[src/rtl/pcr_pkg.sv]
// Shared types, constants and helpers for the pair collision response block.
package pcr_pkg;

   localparam int COORD_WIDTH_DEF = 32;
   localparam int POS_W  = 32;
   localparam int SIZE_W = 31;
   localparam int VEC_W  = 35;
   localparam int BASE_W = 37;
   localparam int LEN_W  = 35;
   localparam int RAD_W  = 2 * LEN_W;
   localparam int SQ_W   = 2 * (VEC_W - 1);
   localparam int REM_W  = LEN_W + 2;
   localparam int DIV_W  = 32;
   localparam int DEN_W  = DIV_W + 1;

   localparam int FLAG_DYNAMIC  = 0;
   localparam int FLAG_BLOCKING = 1;
   localparam int FLAG_MOVING   = 2;
   localparam int FLAG_TRIGGER  = 3;

   typedef enum logic [1:0] {
      OP_BOX_BOX       = 2'd0,
      OP_CIRCLE_CIRCLE = 2'd1,
      OP_CIRCLE_BOX    = 2'd2,
      OP_BOX_CIRCLE    = 2'd3
   } op_type;

   typedef struct packed {
      op_type                    op;
      logic signed [VEC_W-1:0]   vec_x;
      logic signed [VEC_W-1:0]   vec_y;
      logic signed [BASE_W-1:0]  base;
      logic [1:0]                factor;
      logic                      trigger;
   } job_type;

   function automatic logic signed [BASE_W-1:0] clamp_val(
      input logic signed [BASE_W-1:0] v,
      input logic signed [BASE_W-1:0] lo,
      input logic signed [BASE_W-1:0] hi);
      if (v < lo) return lo;
      if (v > hi) return hi;
      return v;
   endfunction

endpackage

[src/rtl/pcr_queue.sv]
// Two-entry queue between the front and back parts.
module pcr_queue (
   input  logic              clock,
   input  logic              reset,
   input  logic              wr_valid,
   output logic              wr_ready,
   input  pcr_pkg::job_type  wr_job,
   output logic              rd_valid,
   input  logic              rd_ready,
   output pcr_pkg::job_type  rd_job
);
   import pcr_pkg::*;

   job_type     mem_ff [2];
   logic        wr_ptr_ff, rd_ptr_ff;
   logic [1:0]  count_ff;
   logic        push, pop;

   assign wr_ready = (count_ff != 2'd2);
   assign rd_valid = (count_ff != 2'd0);
   assign push     = wr_valid && wr_ready;
   assign pop      = rd_valid && rd_ready;
   assign rd_job   = mem_ff[rd_ptr_ff];

   always_ff @(posedge clock) begin
      if (reset) begin
         wr_ptr_ff <= 1'b0;
         rd_ptr_ff <= 1'b0;
         count_ff  <= 2'd0;
      end else begin
         if (push) wr_ptr_ff <= !wr_ptr_ff;
         if (pop)  rd_ptr_ff <= !rd_ptr_ff;
         count_ff <= count_ff + 2'(push) - 2'(pop);
      end
      if (push) begin
         mem_ff[wr_ptr_ff] <= wr_job;
      end
   end

endmodule

[config.mk]
export PLATFORM = sky130hd
export DESIGN_NAME = pcr_queue
export DESIGN_NICKNAME = d
export VERILOG_FILES = /design/src/rtl/pcr_pkg.sv /design/src/rtl/pcr_queue.sv
export SDC_FILE = /design/constraint.sdc
export NUM_CORES = 1
export LEC_CHECK = 0
export ABC_AREA = 1
export BUFFER_PORTS_ARGS = -buffer_cell sky130_fd_sc_hd__buf_2
export CAP_MARGIN = 20
export CORE_MARGIN = 2
export CORE_UTILIZATION = 40
export DETAILED_ROUTE_END_ITERATION = 6
export PLACE_DENSITY = 0.64
export SLEW_MARGIN = 40
export SYNTH_ARGS = -nofsm -noshare
export SYNTH_HDL_FRONTEND = slang
export SYNTH_SLANG_ARGS = --single-unit
[constraint.sdc]
create_clock -name clock -period 11.35 [get_ports clock]
set_input_delay 1.135 -clock clock [delete_from_list [all_inputs] [get_ports clock]]
set_output_delay 1.135 -clock clock [all_outputs]
set_load 0.01 [all_outputs]
[Word-level counts from Yosys, hierarchy flattened]
Memories as Yosys holds them, arrays and structs flattened. A register that Yosys moved wholly into a read port is not among the register bits.
Index checks and enable logic that the tools add are counted.
Word-level totals
  flip-flop bits (word level): 4
  bits in writable memories: 224
  word-level logic and storage cells: 16
  memories kept: 1
Cells by class
  add/sub/neg operators: 2
  equal/unequal tests: 1
  muxes and demuxes: 4
  reduce and logical (&&, ||, !) cells: 5
Memories
  mem_ff: words 2, width 112, rd ports 1, clocked after Yosys merged registers in 1, write ports 1, RTL line pcr_queue.sv:14  | job_type mem_ff [2];
Operator list (number)
  two-way mux 1 bit: 4
  adder 2 x 1 -> 2 bit: 1
  logical AND 1 bit: 2
  logical NOT 1 bit: 2
  != test 2 bit (second input constant): 1
  nonzero test 2 bit: 1
  subtractor 2 x 1 -> 2 bit: 1

[Logic depth before layout (Yosys ltp)]
  depth after elaboration: 4
  gate-level depth with buffers: 11
  depth with buffers taken out: 11

[Worst setup path before layout]
Ideal clock, no wire load.
  path type: input to register
  start point: in wr_valid
  end point: mem mem_ff[1][0] (netlist bit) (enable)
  setup time: 0.586 ns
  data arrival time: 5.952 ns
  data required time: 10.764 ns
  path slack: 4.812 ns
  stages: 2
  buffers on the path: 0
  path through: nand2_1 -> nor2_1
Between the ends
  longest elaborated chain between the ends: 3
RTL lines
  start: declaration: RTL line pcr_queue.sv:5  | input logic wr_valid,
  logical AND 1 bit: RTL line pcr_queue.sv:21  | assign push = wr_valid && wr_ready;
  two-way mux 1 bit: RTL line pcr_queue.sv:35  | if (push) begin
  two-way mux 1 bit (not written as such): RTL line pcr_queue.sv:36  | mem_ff[wr_ptr_ff] <= wr_job;
  end: declaration: RTL line pcr_queue.sv:14
No other way between the ends.

==> impl_results.md <==
- Number of standard cells after synthesis: 384
- Internal Pwr Total: 1.731 mW
- Power per standard cell area: 222.5 nW/um2
- Clock transition at the register clock pins on the worst setup and hold paths after CTS: 60 ps
- Leftover overflow at the end of global routing: 0
- Count of endpoints failing hold in the final timing report: 0
- Required time reported for the critical path endpoint: 10220 ps
- Largest fanout on the critical path: 65
- Register-to-Register Setup Slack: 8540 ps
- Placement Rows: 52
- DRC Markers: 0
- Final worst clock skew: 11.74 ps
- Tmin final: 3600 ps
- Number of CTS-inserted buffers: 24
- Flip-flop and latch count after synthesis: 229
- Delay of the slowest critical-path stage: 760 ps
- Bufs on Longest Clock Path: 3
- Sequential-to-total area share from yosys stat: 0.8190
- Area growth from synthesis to layout: 26.04%
- Starting utilization of the core area: 0.4093
- Number of warnings issued by yosys: 0
- Diode count: 0
- Total area of multi-input combinational cells: 1381 um2
- Clock tree from TritonCTS: done
- Antenna violations before repair: 1
- Post-Syn Area: 8335 um2
- RSZ-0062 raised after global routing: no
- Setup_tns: 0 ps
- Via count of the first global-routing pass: 4597
- Total die area: 22010 um2
- Slowest cell on crit path: sky130_fd_sc_hd__dfxtp_4
- Mean instance size in the synthesized netlist: 21.71 um2
- Placed Instance Area: 9763 um2
- Combinational fraction of design power: 0.219
- Area inside the core boundary: 20360 um2
- Hold path cells: 2
- Period Utilization, post-route: 0.3172
- Number of input and output port buffers inserted: 229
- Placer congestion estimate: 0.7477
- Clock root cell: sky130_fd_sc_hd__clkbuf_16
- Post-CTS Resized: 0
- Element type at the critical path end: output port
- Pin count of the biggest net entering global routing: 66
- Routed WL per cell: 17.04 um
- Number of nets produced by synthesis: 501
- Peak ir drop on the vdd network: 127.5 uV
- Layout cell share with drive strength beyond 1: 0.5849
- GRT Overall Usage: 0.1377
- Combined flip-flop and latch cell area: 6830 um2
- Hold path endpoint: rd_ptr_ff
- Total I/O pin count: 230
- Number of max-capacitance violations reported: 0
- HP Start: rd_ptr_ff
- Setup violations, final: 0
- Worst-margin pin slew: 731.1 ps
- Logic depth of the worst register-to-register path: 6
- Worst relative slew slack: 0.5126
- Critical path data arrival time: 2460 ps
- Height of the die: 148.4 um
- Drt first pass iters: 6
- Synth unique cells: 14
- Result of the run: completed
- Post-CTS Setup Inserts: 0
- Relative contribution of the clock network to total power: 0.303
- Total vias in the final route: 4300
- Part of the power in registers: 0.479
- Capturing point of the worst reg2reg path: mem_ff[1][83]
- Fill cell count: 1680
- Proportion of total power due to net switching: 0.2596
- Post-detailed-routing wire length: 15640 um
- Hold-fix buffer count after cts: 0
- Count of antenna-violating nets left after detailed routing: 0
- Number of H-tree levels: 1
- Layout Nets: 750
- DP Cell Count: 876
- Crit path kind: reg2out
- HPWL after detailed placement: 10290 um
- Chip Width: 148.4 um
- Vias per cell: 4.684
- Worst-skew pair later-pin latency: 500 ps
- Leakage power figure: 3.914 nW
- Final slew viol count: 0
- Origin of the critical flop-to-flop path: count_ff[0]
- Number of violations reported at the end of detailed-routing iteration 0: 150
- Number of standard cells in the layout, taps in and fillers out: 918
- Final core area utilization: 0.5159
- Maximum clock frequency: 277.8 MHz
- Cell-by-cell trace of the critical path: buf_6 -> mux2_2 -> buf_2
- Startpoint kind of the worst setup timing path: flip-flop
- Clock sink count: 229
- Wire length of the first global-routing pass: 23750 um
- Design area: 10510 um2
- Kind of path behind the tightest hold check: reg2reg
- Switching Power: 0.6068 mW
- Overall power after layout: 2.338 mW
## sequential cells by signal, indices dropped and copies added, names as in the netlist, named ones only
register and count:
count_ff 2, mem_ff 224, wr_ptr_ff 1, rd_ptr_ff 1
## synth_stat cells
cell	n	area, um2
sky130_fd_sc_hd__nand3_1	1	5.000
sky130_fd_sc_hd__nor2_1	9	33.78
sky130_fd_sc_hd__nand2_1	8	30.03
sky130_fd_sc_hd__ha_1	1	12.51
sky130_fd_sc_hd__a21oi_1	2	10.01
sky130_fd_sc_hd__mux2_2	112	1261
sky130_fd_sc_hd__buf_6	8	90.09
sky130_fd_sc_hd__buf_2	3	15.01
sky130_fd_sc_hd__xnor2_1	1	8.760
sky130_fd_sc_hd__buf_4	1	7.510
sky130_fd_sc_hd__nor3_1	1	5.000
sky130_fd_sc_hd__edfxtp_1	224	6726
sky130_fd_sc_hd__dfxtp_1	5	100.1
sky130_fd_sc_hd__inv_1	8	30.03
## layout by cell type (no fill, tap or decap), types with 2 or more instances in the layout
master,Yosys,layout
sky130_fd_sc_hd__nor2_1,9,7
sky130_fd_sc_hd__clkinv_1,0,6
sky130_fd_sc_hd__clkbuf_16,0,25
sky130_fd_sc_hd__a21oi_1,2,2
sky130_fd_sc_hd__nor2_4,0,2
sky130_fd_sc_hd__nand2_1,8,8
sky130_fd_sc_hd__inv_1,8,8
sky130_fd_sc_hd__buf_2,3,229
sky130_fd_sc_hd__buf_4,1,4
sky130_fd_sc_hd__dfxtp_1,5,4
sky130_fd_sc_hd__mux2_2,112,112
sky130_fd_sc_hd__clkinv_2,0,2
sky130_fd_sc_hd__edfxtp_1,224,224
sky130_fd_sc_hd__clkbuf_1,0,6
## power by group through the flow
stage	sequential, mW	combinational (mW)	clock (mW)
3_5_place_dp	1.14	0.516	0
2_1_floorplan	1.13	0.343	0
5_1_grt	1.13	0.556	0.763
3_3_place_gp	1.13	0.509	0
4_1_cts	1.12	0.519	0.730
6_report	1.12	0.512	0.707
## worst max-delay path: cells and delay by family (launching register included)
| kind | cells | cell delay [ps] |
|---|---|---|
| flip-flops | 1 | 760 |
| buffers and inverters | 2 | 720 |
| multiplexers | 1 | 420 |
## per-stage QoR
stage               hold WS, ps  setup slack (ps)
floorplan                 466.9              4812
global placement          480.7              7822
detailed placement        494.0              7761
CTS                       507.4              7432
global route              540.1              7558
finish                    505.8              7750
## cells by family after synthesis
group | Yosys count | synth area share
buffers and inverters | 20 | 0.01711
flip-flops | 229 | 0.8190
AO/OA/AOI/OAI | 2 | 0.001201
AND/OR/NAND/NOR | 19 | 0.008855
XOR/XNOR | 1 | 0.001051
multiplexers | 112 | 0.1513
adder cells (fa/ha/maj) | 1 | 0.001501
## per-layer routing
| layer | vias to the layer above | wire length (um) | global-route usage |
|---|---|---|---|
| li1 | 2005 | - | - |
| met1 | 2093 | 5995 | 0.1593 |
| met2 | 172 | 7895 | 0.2458 |
| met3 | 28 | 1391 | 0.04080 |
| met4 | 2 | 345 | 0.04476 |
| met5 | - | 13 | 0 |
## final cells by class
cell class	count	share of cell area
flip-flops and latches	229	0.6501
clock buffers	31	0.06169
inverters	8	0.002858
clock inverters	10	0.006788
multi-input cells	135	0.1315
well taps	270	0.03215
repair buffers	235	0.1149
## worst max path at each step
| stage | start | end | slack [ps] | cells after the start |
|---|---|---|---|---|
| global route | flip-flop | rd_job[61] | 7560 | 3 |
| detailed placement | wr_valid | mem_ff[1][4] | 7760 | 5 |
| floorplan | wr_valid | mem_ff[1][0] | 4810 | 2 |
| CTS | flip-flop | rd_job[88] | 7430 | 3 |
| finish | flip-flop | rd_job[56] | 7750 | 3 |
| global placement | wr_valid | mem_ff[1][4] | 7820 | 5 |
Power figures use the tool's default switching activity.
